`config.mk`:
```
export PLATFORM = sky130hd
export DESIGN_NAME = escape_byte_integer_decoder
export DESIGN_NICKNAME = d
export VERILOG_FILES = /design/src/ebid_pkg.sv /design/src/ebid_in_reg.sv /design/src/ebid_decode.sv /design/src/ebid_out_reg.sv /design/src/escape_byte_integer_decoder.sv
export SDC_FILE = /design/constraint.sdc
export NUM_CORES = 1
export LEC_CHECK = 0
export BUFFER_PORTS_ARGS = -buffer_cell sky130_fd_sc_hd__buf_2
export CAP_MARGIN = 20
export CORE_ASPECT_RATIO = 1.1
export CORE_MARGIN = 2
export CORE_UTILIZATION = 30
export DETAILED_ROUTE_END_ITERATION = 8
export PLACE_DENSITY = 0.48
export SETUP_SLACK_MARGIN = 0.4
export SLEW_MARGIN = 20
export SYNTH_ARGS = -nofsm -noshare
export SYNTH_HDL_FRONTEND = slang
export SYNTH_SLANG_ARGS = --single-unit
export TNS_END_PERCENT = 10
```
`constraint.sdc`:
```
create_clock -name clk_i -period 3.6 [get_ports clk_i]
set_input_delay 0.72 -clock clk_i [delete_from_list [all_inputs] [get_ports clk_i]]
set_output_delay 0.72 -clock clk_i [all_outputs]
set_load 0.02 [all_outputs]
```
`src/ebid_pkg.sv`:
```
// ----------------------------------------------------------------------------
// ebid_pkg
// Shared types and constants for the escape byte integer decoder.
// ----------------------------------------------------------------------------
package ebid_pkg;

  localparam int unsigned COUNT_BITS = 16;

  localparam logic [7:0] ESC_POS = 8'h7F;
  localparam logic [7:0] ESC_NEG = 8'h81;

  typedef enum logic [1:0] {
    STATUS_OK       = 2'd0,
    STATUS_MISMATCH = 2'd1,
    STATUS_TRUNC    = 2'd2
  } status_e;

  typedef struct packed {
    logic [7:0] code_byte;
    logic       last_byte;
  } in_item_t;

  typedef struct packed {
    logic               value_valid;
    logic signed [15:0] value;
    logic               stream_done;
    status_e            status;
  } out_item_t;

  // Equality of the running count and the 16-bit expected count, either width.
  function automatic logic count_matches(input logic [COUNT_BITS-1:0] count,
                                         input logic [15:0] expected);
    logic [32:0] a;
    logic [32:0] b;
    a = 33'(count);
    b = 33'(expected);
    return a == b;
  endfunction

endpackage

```
`src/ebid_in_reg.sv`:
```
// ----------------------------------------------------------------------------
// ebid_in_reg
// Input register stage; takes a new byte when empty or whenever the held one moves on.
// ----------------------------------------------------------------------------
module ebid_in_reg (
  input  logic               clk_i,
  input  logic               rst_ni,
  input  logic               in_valid_i,
  output logic               in_stall_o,
  input  ebid_pkg::in_item_t in_item_i,
  input  logic               advance_i,
  output logic               valid_o,
  output ebid_pkg::in_item_t item_o
);

  logic               valid_q;
  logic               valid_d;
  ebid_pkg::in_item_t item_q;
  logic               ready;

  assign ready      = !valid_q || advance_i;
  assign in_stall_o = !ready;
  assign valid_d    = ready ? in_valid_i : valid_q;

  always_ff @(posedge clk_i or negedge rst_ni) begin
    if (!rst_ni) begin
      valid_q <= 1'b0;
    end else begin
      valid_q <= valid_d;
    end
  end

  always_ff @(posedge clk_i) begin
    if (ready && in_valid_i) begin
      item_q <= in_item_i;
    end
  end

  assign valid_o = valid_q;
  assign item_o  = item_q;

endmodule

```
`src/ebid_decode.sv`:
```
// ----------------------------------------------------------------------------
// ebid_decode
// Phase machine and value decode for one byte; state moves when the byte does.
// ----------------------------------------------------------------------------
module ebid_decode (
  input  logic                clk_i,
  input  logic                rst_ni,
  input  ebid_pkg::in_item_t  item_i,
  input  logic                advance_i,
  input  logic [15:0]         expected_count_i,
  output logic                has_result_o,
  output ebid_pkg::out_item_t result_o
);

  typedef enum logic [1:0] {
    PH_CODE = 2'd0,
    PH_HIGH = 2'd1,
    PH_LOW  = 2'd2
  } phase_e;

  phase_e                          phase_q, phase_d;
  logic                            neg_q, neg_d;
  logic [7:0]                      high_q, high_d;
  logic [ebid_pkg::COUNT_BITS-1:0] count_q, count_d;
  logic [ebid_pkg::COUNT_BITS-1:0] count_bumped;
  logic                            have;
  logic [15:0]                     val;
  logic [15:0]                     word;
  logic [14:0]                     mag;
  logic [7:0]                      b;

  assign b    = item_i.code_byte;
  assign word = {high_q, b};
  assign mag  = word[15:1];

  always_comb begin
    phase_d = phase_q;
    neg_d   = neg_q;
    high_d  = high_q;
    have    = 1'b0;
    val     = '0;
    case (phase_q)
      PH_HIGH: begin
        high_d  = b;
        phase_d = PH_LOW;
      end
      PH_LOW: begin
        val     = neg_q ? (16'd0 - {1'b0, mag}) : {1'b0, mag};
        have    = 1'b1;
        phase_d = PH_CODE;
        neg_d   = 1'b0;
      end
      default: begin
        if (b inside {ebid_pkg::ESC_POS, ebid_pkg::ESC_NEG}) begin
          neg_d   = (b == ebid_pkg::ESC_NEG);
          phase_d = PH_HIGH;
        end else begin
          val  = {{8{b[7]}}, b};
          have = 1'b1;
        end
      end
    endcase
  end

  // saturating count of decoded values
  assign count_bumped = (count_q == '1) ? count_q
                                        : count_q + ebid_pkg::COUNT_BITS'(1);
  assign count_d      = have ? count_bumped : count_q;

  always_comb begin
    result_o             = '0;
    result_o.value_valid = have;
    result_o.value       = val;
    result_o.stream_done = item_i.last_byte;
    result_o.status      = ebid_pkg::STATUS_OK;
    if (item_i.last_byte) begin
      if (phase_d inside {PH_HIGH, PH_LOW}) begin
        result_o.status = ebid_pkg::STATUS_TRUNC;
      end else if (!ebid_pkg::count_matches(count_d, expected_count_i)) begin
        result_o.status = ebid_pkg::STATUS_MISMATCH;
      end
    end
  end

  assign has_result_o = have || item_i.last_byte;

  always_ff @(posedge clk_i or negedge rst_ni) begin
    if (!rst_ni) begin
      phase_q <= PH_CODE;
      neg_q   <= 1'b0;
      high_q  <= '0;
      count_q <= '0;
    end else if (advance_i) begin
      if (item_i.last_byte) begin
        phase_q <= PH_CODE;
        neg_q   <= 1'b0;
        high_q  <= '0;
        count_q <= '0;
      end else begin
        phase_q <= phase_d;
        neg_q   <= neg_d;
        high_q  <= high_d;
        count_q <= count_d;
      end
    end
  end

endmodule

```
`src/ebid_out_reg.sv`:
```
// ----------------------------------------------------------------------------
// ebid_out_reg
// Result register; refills in the same cycle the held item is taken.
// ----------------------------------------------------------------------------
module ebid_out_reg (
  input  logic                clk_i,
  input  logic                rst_ni,
  input  logic                load_i,
  input  ebid_pkg::out_item_t item_i,
  output logic                ready_o,
  output logic                out_valid_o,
  input  logic                out_stall_i,
  output ebid_pkg::out_item_t out_item_o
);

  logic                valid_q;
  logic                valid_d;
  ebid_pkg::out_item_t item_q;

  assign ready_o = !valid_q || !out_stall_i;
  assign valid_d = ready_o ? load_i : valid_q;

  always_ff @(posedge clk_i or negedge rst_ni) begin
    if (!rst_ni) begin
      valid_q <= 1'b0;
    end else begin
      valid_q <= valid_d;
    end
  end

  always_ff @(posedge clk_i) begin
    if (ready_o && load_i) begin
      item_q <= item_i;
    end
  end

  assign out_valid_o = valid_q;
  assign out_item_o  = item_q;

endmodule

```
`src/escape_byte_integer_decoder.sv`:
```
// A byte is accepted into the input register, decoded combinationally, and its result is stored in the output register.
// Throughput: one byte per cycle while the output does not stall; the phase machine steps once per byte.
// Bytes that produce no result (escape and high byte, unless marked last) pass without output.
// Reset clears the phase, escape state, count, expected count and both stages.
// ----------------------------------------------------------------------------
// escape_byte_integer_decoder
// Escape-coded byte stream to signed integers, with end-of-stream count check.
// ----------------------------------------------------------------------------
module escape_byte_integer_decoder (
  input  logic                clk_i,
  input  logic                rst_ni,
  input  logic                in_valid_i,
  output logic                in_stall_o,
  input  ebid_pkg::in_item_t  in_item_i,
  output logic                out_valid_o,
  input  logic                out_stall_i,
  output ebid_pkg::out_item_t out_item_o,
  input  logic                cfg_we_i,
  input  logic [15:0]         cfg_wdata_i
);

  logic [15:0]         expected_count_q;
  logic                stage_valid;
  ebid_pkg::in_item_t  stage_item;
  logic                advance;
  logic                load;
  logic                has_result;
  logic                out_ready;
  ebid_pkg::out_item_t result;

  always_ff @(posedge clk_i or negedge rst_ni) begin
    if (!rst_ni) begin
      expected_count_q <= '0;
    end else if (cfg_we_i) begin
      expected_count_q <= cfg_wdata_i;
    end
  end

  // byte leaves the input stage if it has no result or the result can be stored
  assign advance = stage_valid && (!has_result || out_ready);
  assign load    = stage_valid && has_result && out_ready;

  ebid_in_reg u_in_reg (
    .clk_i      (clk_i),
    .rst_ni     (rst_ni),
    .in_valid_i (in_valid_i),
    .in_stall_o (in_stall_o),
    .in_item_i  (in_item_i),
    .advance_i  (advance),
    .valid_o    (stage_valid),
    .item_o     (stage_item)
  );

  ebid_decode u_decode (
    .clk_i            (clk_i),
    .rst_ni           (rst_ni),
    .item_i           (stage_item),
    .advance_i        (advance),
    .expected_count_i (expected_count_q),
    .has_result_o     (has_result),
    .result_o         (result)
  );

  ebid_out_reg u_out_reg (
    .clk_i       (clk_i),
    .rst_ni      (rst_ni),
    .load_i      (load),
    .item_i      (result),
    .ready_o     (out_ready),
    .out_valid_o (out_valid_o),
    .out_stall_i (out_stall_i),
    .out_item_o  (out_item_o)
  );

`ifndef ASSERT_OFF
  a_no_empty_result: assert property (@(posedge clk_i) disable iff (!rst_ni)
    out_valid_o |-> (out_item_o.value_valid || out_item_o.stream_done))
    else $error("result carries neither value nor end of stream");

  a_value_zero: assert property (@(posedge clk_i) disable iff (!rst_ni)
    out_valid_o && !out_item_o.value_valid |-> out_item_o.value == 16'sd0)
    else $error("value nonzero without value_valid");

  a_status_only_done: assert property (@(posedge clk_i) disable iff (!rst_ni)
    out_valid_o && !out_item_o.stream_done |-> out_item_o.status == ebid_pkg::STATUS_OK)
    else $error("status set before end of stream");

  a_trunc_no_value: assert property (@(posedge clk_i) disable iff (!rst_ni)
    out_valid_o && out_item_o.status == ebid_pkg::STATUS_TRUNC
      |-> !out_item_o.value_valid)
    else $error("truncated escape carries a value");

  a_zero_expect_ok: assert property (@(posedge clk_i) disable iff (!rst_ni)
    out_valid_o && out_item_o.stream_done && out_item_o.value_valid
      && expected_count_q == 16'd0
      |-> out_item_o.status == ebid_pkg::STATUS_MISMATCH)
    else $error("decoded value at end matched a zero expected count");
`endif

endmodule
```
### After elaboration in Yosys (flattened, before gate mapping)

Cells that the tools add are included.

| operators by class | value |
|---|---|
| equal/unequal tests | 9 |
| multiplexer cells | 18 |
| add/sub/neg operators | 2 |
| reductions and logical operators | 21 |
| bitwise gates (word level) | 1 |

Operators by type and width:

| cell | number |
|---|---|
| $mux 16 | 5 |
| $pmux 16 s2 | 1 |
| $add 16x1->16 const B | 1 |
| $eq 16x16->1 | 1 |
| $eq 16x16->1 const B | 1 |
| $mux 8 | 2 |
| $sub 1x15->16 const A | 1 |
| $eq 8x7->1 const B | 1 |
| $eq 8x8->1 const B | 1 |
| $mux 2 | 3 |
| $reduce_bool 2->1 | 3 |
| $logic_and 1x1->1 | 5 |
| $logic_not 1->1 | 5 |
| $eq 2x1->1 const B | 2 |
| $eq 2x2->1 const B | 2 |
| $logic_or 1x1->1 | 4 |
| $mux 1 | 4 |
| $pmux 1 s2 | 2 |
| $pmux 2 s2 | 1 |
| $reduce_and 3->1 | 1 |
| $reduce_bool 3->1 | 1 |
| $ne 2x2->1 const B | 1 |
| $reduce_and 2->1 | 1 |
| $reduce_or 2->1 | 1 |
| $not 1->1 | 1 |

| storage, ports and cells | value |
|---|---|
| output and inout bits | 22 |
| register bits | 74 |
| bits of input ports | 30 |

### Logic depth before layout (Yosys ltp)

| depth | value |
|---|---|
| depth in word-level cells | 10 |
| mapped depth | 12 |
| gate-level depth less buffers | 10 |

### Modules after synthesis

A second synthesis with hierarchy kept.

| second synthesis, totals | value |
|---|---|
| cell total of the unflattened synthesis | 401 |
| area, all modules | 4156.5 µm² |

Modules (own cells, without submodules):

| module | sequential area each (µm²) | instances | area each (µm²) | cells an instance |
|---|---|---|---|---|
| ebid_decode | 675.6 | 1 | 2513.7 | 326 |
| escape_byte_integer_decoder | 400.4 | 1 | 666.9 | 37 |
| ebid_out_reg | 625.6 | 1 | 648.1 | 24 |
| ebid_in_reg | 295.3 | 1 | 327.8 | 14 |

### Least setup slack after synthesis

No wires, ideal clock.

| path | value |
|---|---|
| kind | register -> register |
| start point | register u_in_reg.item_q, in the netlist u_in_reg.item_o[4] |
| end point | register u_in_reg.item_q, in the netlist u_in_reg.item_o[0], enable pin |
| arrival time | 2.876 ns |
| slack | 0.348 ns |
| path buffers | 3 |
| period minus slack after synthesis | 3.252 ns |
| cell stages (with the launch flop) | 11 |
| library setup time | 0.375 ns |
| path through | edfxtp_1 > buf_6 > or4_4 > or3_4 > a31oi_4 > inv_2 > buf_6 > buf_2 > o21ai_1 > nor2_1 > nor2b_1 |

RTL lines:

| item | line | RTL |
|---|---|---|
| start: declaration | ebid_in_reg.sv:18 | `ebid_pkg::in_item_t item_q;` |
| start signal: assignment | ebid_in_reg.sv:35 | `item_q <= in_item_i;` |

### Worst setup path in the final report

| path | value |
|---|---|
| start point | register u_in_reg.item_q, in the netlist u_in_reg.item_o[4] |
| end point | output in_stall_o |

| between the ends | value |
|---|---|
| longest elaborated chain between the ends | 10 |

Ends and longest elaborated chain:

| item | line | RTL |
|---|---|---|
| $eq 8x7->1 / $eq 8x8->1 (equally long branches) | ebid_decode.sv:54 | `if (b inside {ebid_pkg::ESC_POS, ebid_pkg::ESC_NEG}) begin` |
| $reduce_bool 2->1 * | ebid_decode.sv:54 |  |
| $mux 1 * | ebid_decode.sv:54 |  |
| $pmux 1 s2 * | ebid_decode.sv:42 | `case (phase_q)` |
| $logic_or 1x1->1 * | ebid_decode.sv:85 | `assign has_result_o = have \|\| item_i.last_byte;` |
| $logic_not 1->1 * | escape_byte_integer_decoder.sv:40 | `assign advance = stage_valid && (!has_result \|\| out_ready);` |
| $logic_or 1x1->1 * | escape_byte_integer_decoder.sv:40 |  |
| $logic_and 1x1->1 * | escape_byte_integer_decoder.sv:40 |  |
| $logic_or 1x1->1 * | ebid_in_reg.sv:21 | `assign ready = !valid_q \|\| advance_i;` |
| $logic_not 1->1 * | ebid_in_reg.sv:22 | `assign in_stall_o = !ready;` |
| end: declaration | escape_byte_integer_decoder.sv:13 | `output logic in_stall_o,` |

Mark *: on every way between the ends. The rest lies on a longest branch, timed or not.

==> impl_results.md <==
- Status: complete, no violations
- Number of max-cap violations: 0
- CTS Buf Count: 9
- Number of routed nets with antenna violations: 0
- Pins over their slew limit: 0
- Min-Delay Path Class: in -> async
- Full die area: 14,260 um^2
- Normalized max-slew margin: 56.26%
- Clock transition at the registers of the reported paths: 0.06 ns
- Number of setup violations in the final report: 0
- Worst reg-to-reg setup slack: 0.54 ns
- Total leakage power: 0.001911 uW
- Share of the synthesized area in the top cell type: 28.18%
- H-tree levels: 3
- Pwr dens: 448.0 nW/um^2
- Worst reg-to-reg path cell count: 10
- Wire length of the first global-routing pass: 16,690 um
- Largest cells by area after synthesis: sky130_fd_sc_hd__dfrtp_1 28%, sky130_fd_sc_hd__edfxtp_1 22%, sky130_fd_sc_hd__o21ai_0 4.8%
- Share of synthesized flip-flops with an asynchronous set or reset: 60.81%
- Number of nets in the finished design: 487
- Critical Path Start Type: register
- Starting density of the core: 30.50%
- Worst supply voltage drop on vdd: 0.1859 mV
- Sink Count: 74
- Warnings from Yosys: 0
- Filler Cell Count: 1,350
- Most used cells in the layout excluding fill and tap cells: 49 x sky130_fd_sc_hd__buf_2, 45 x sky130_fd_sc_hd__dfrtp_1, 43 x sky130_fd_sc_hd__nand2_1
- Largest fanout on the critical path: 3
- Clk_lat worst skew: 0.35 ns
- Post-Syn Area per Cell: 10.22 um^2
- Crit. End Element: primary output
- Detailed-placement wirelength estimate: 7242 um
- DRC violations left: 0
- Routed length per placed instance: 16.56 um
- Number of instances in the synthesized netlist: 391
- Total area of multi-input combinational cells: 1887 um^2
- Pin count of the biggest net entering global routing: 46
- Arrival time worst endpoint: 2.43 ns
- Detailed router's first-iteration violation count: 161
- Post-detailed-routing wire length: 10,250 um
- Clock period minus worst slack: 3.152 ns
- Proportion of layout cells with a drive suffix above 1: 25.33%
- Unrepaired setup endpoints after global routing: true
- Part of the Yosys area used for sequential elements: 49.97%
- Achievable Freq: 0.3173 GHz
- Number of enable flip-flop cells after synthesis: 29
- Vias in the first global route: 3,203
- Overall die height: 125.1 um
- Via density per instance: 5.221
- Type of the setup path with the least slack: reg -> out
- Port Buffer Count: 51
- Clock tree root buffer cell: sky130_fd_sc_hd__clkbuf_16
- GRT Residual Overflow: 0
- Placement-stage worst setup slack: 0.3968 ns
- Max Buffers Root-to-Sink: 2
- Most common cell after layout, fill and taps aside: sky130_fd_sc_hd__buf_2
- Synth Net Count: 425
- Area of the core region: 13,100 um^2
- Reg2reg start: u_in_reg.item_o[4]
- Total global-route track usage: 15.26%
- Total negative slack: 0 ns
- Post-synth top flop: sky130_fd_sc_hd__dfrtp_1
- Worst Path Required: 2.88 ns
- Number of synthesized register bits: 74
- Via count of the routed design: 3,232
- Final weighted congestion in routability-driven placement: 0.8587
- Count of antenna diodes in the layout: 0
- Number of failing hold endpoints at the final stage: 0
- Area leader, netlist: sky130_fd_sc_hd__dfrtp_1
- Layout overhead on the synthesized area: 20.04%
- Drt pass-1 iters: 4
- Seq. cell area: 1997 um^2
- Placement Rows: 44
- TritonCTS clock tree: done
- Top-level I/O count: 52
- Reg2Reg Capture Point: u_out_reg.out_item_o[0]
- Floorplan die width: 114.0 um
- Tcrit/Tclk final: 87.56%
- Number of antenna violations at the first check in global routing: 0
- Count of cell types in the netlist: 53
- Syn Std Cell Area: 3996 um^2
- Worst slew pin tran: 0.6512 ns
- Final Worst Setup Slack: 0.4480 ns
- Fin Clk Skew: 0.005405 ns
## critical path, stage by stage (launching register included)
cell and delay, ns:
sky130_fd_sc_hd__edfxtp_1 0.39, sky130_fd_sc_hd__or4_4 0.56, sky130_fd_sc_hd__or3_4 0.42, sky130_fd_sc_hd__a31oi_4 0.22
sky130_fd_sc_hd__clkinv_4 0.10, sky130_fd_sc_hd__o21ai_4 0.20, sky130_fd_sc_hd__nor2_4 0.05, sky130_fd_sc_hd__buf_6 0.13
## power by group
| part | leakage [uW] | total (uW) | switching (uW) | internal [uW] |
|---|---|---|---|---|
| Combinational | 0.000922 | 339 | 205 | 134 |
| Sequential | 0.000860 | 1000 | 50.9 | 950 |
| Clock | 0.000128 | 809 | 351 | 458 |
## how the worst max path moves through the flow
| stage | cells after the start | startpoint | end | slack [ns] |
|---|---|---|---|---|
| floorplan | 9 | u_in_reg.item_o[4] | in_stall_o | 0.49 |
| global placement | 7 | u_in_reg.item_o[6] | in_stall_o | 0.42 |
| detailed placement | 7 | u_in_reg.item_o[6] | in_stall_o | 0.40 |
| CTS | 7 | u_in_reg.item_o[6] | in_stall_o | 0.40 |
| global route | 7 | u_in_reg.item_o[4] | in_stall_o | 0.38 |
| finish | 7 | u_in_reg.item_o[4] | in_stall_o | 0.45 |
## what timing repair did
| action | in CTS | in global routing |
|---|---|---|
| gates resized for setup | 5 | 6 |
| setup endpoints to repair | 2 | 2 |
| gates cloned | 1 | 0 |
| hold buffers | 0 | 0 |
| buffers inserted | 3 | 6 |
| pin swaps | 3 | 5 |
## metrics by stage
step | area (um^2) | hold slack (ns) | std cells | utilization (%) | total power [uW]
finish | 4797 | 0.3782 | 619 | 36.61 | 2149
global route | 4797 | 0.4366 | 619 | 36.61 | 2250
CTS | 4732 | 0.5354 | 613 | 36.12 | 2172
detailed placement | 4429 | 0.5230 | 593 | 33.80 | 1345
global placement | 4429 | 0.5199 | 593 | 33.80 | 1342
floorplan | 3999 | 0.4244 | 391 | - | 1221
## cells in the mapped netlist, types with 7 or more instances
library cell and n:
sky130_fd_sc_hd__o31ai_1 7, sky130_fd_sc_hd__edfxtp_1 29, sky130_fd_sc_hd__dfrtp_1 45, sky130_fd_sc_hd__nand3_1 8, sky130_fd_sc_hd__o21ai_0 38, sky130_fd_sc_hd__xor2_1 17, sky130_fd_sc_hd__nor2_1 25, sky130_fd_sc_hd__nor3_1 8
sky130_fd_sc_hd__mux2_2 15, sky130_fd_sc_hd__inv_1 10, sky130_fd_sc_hd__nand2_1 43, sky130_fd_sc_hd__xnor2_1 13, sky130_fd_sc_hd__a32o_1 9, sky130_fd_sc_hd__a21oi_1 16, sky130_fd_sc_hd__nand4_1 8, sky130_fd_sc_hd__clkbuf_1 12
## area by class of cell
class | instances | share of cell area [%]
clock inverter | 5 | 0.4695
multi-input combinational | 286 | 39.33
clock buffer | 11 | 4.851
sequential | 74 | 41.63
timing repair buffer | 70 | 8.477
timing repair inverter | 1 | 0.07825
tap | 161 | 4.199
inverter | 11 | 0.9650
## per-layer routing
| metal | vias up | part of all wire (%) | GRT usage [%] |
|---|---|---|---|
| met2 | 93 | 51 | 25.88 |
| met4 | 0 | 3.1 | 8.537 |
| met3 | 22 | 4.5 | 3.102 |
| li1 | 1570 | - | - |
| met1 | 1547 | 42 | 17.86 |
| met5 | - | 0 | 0 |
## sequential cells by signal (all words and copies together) (netlist names)
signal,cells
u_out_reg.out_item_o,20
expected_count_q,16
u_decode.count_q,16
u_in_reg.item_o,9
u_decode.high_q,8
u_decode.phase_q,2
u_decode.neg_q,1
u_in_reg.valid_o,1
u_out_reg.out_valid_o,1
## kinds of logic after synthesis
logic type / Yosys count / share of synthesized area (%)
and+or+nand+nor: 128 / 16.34
AOI/OAI and AO/OA: 105 / 16.97
DFF: 74 / 49.97
buffers and inverters: 31 / 3.663
xor gates and xnor gates: 30 / 6.575
muxes: 19 / 5.229
adders and majority gates: 4 / 1.252
Note: power is estimated with default switching activity, not from simulation.
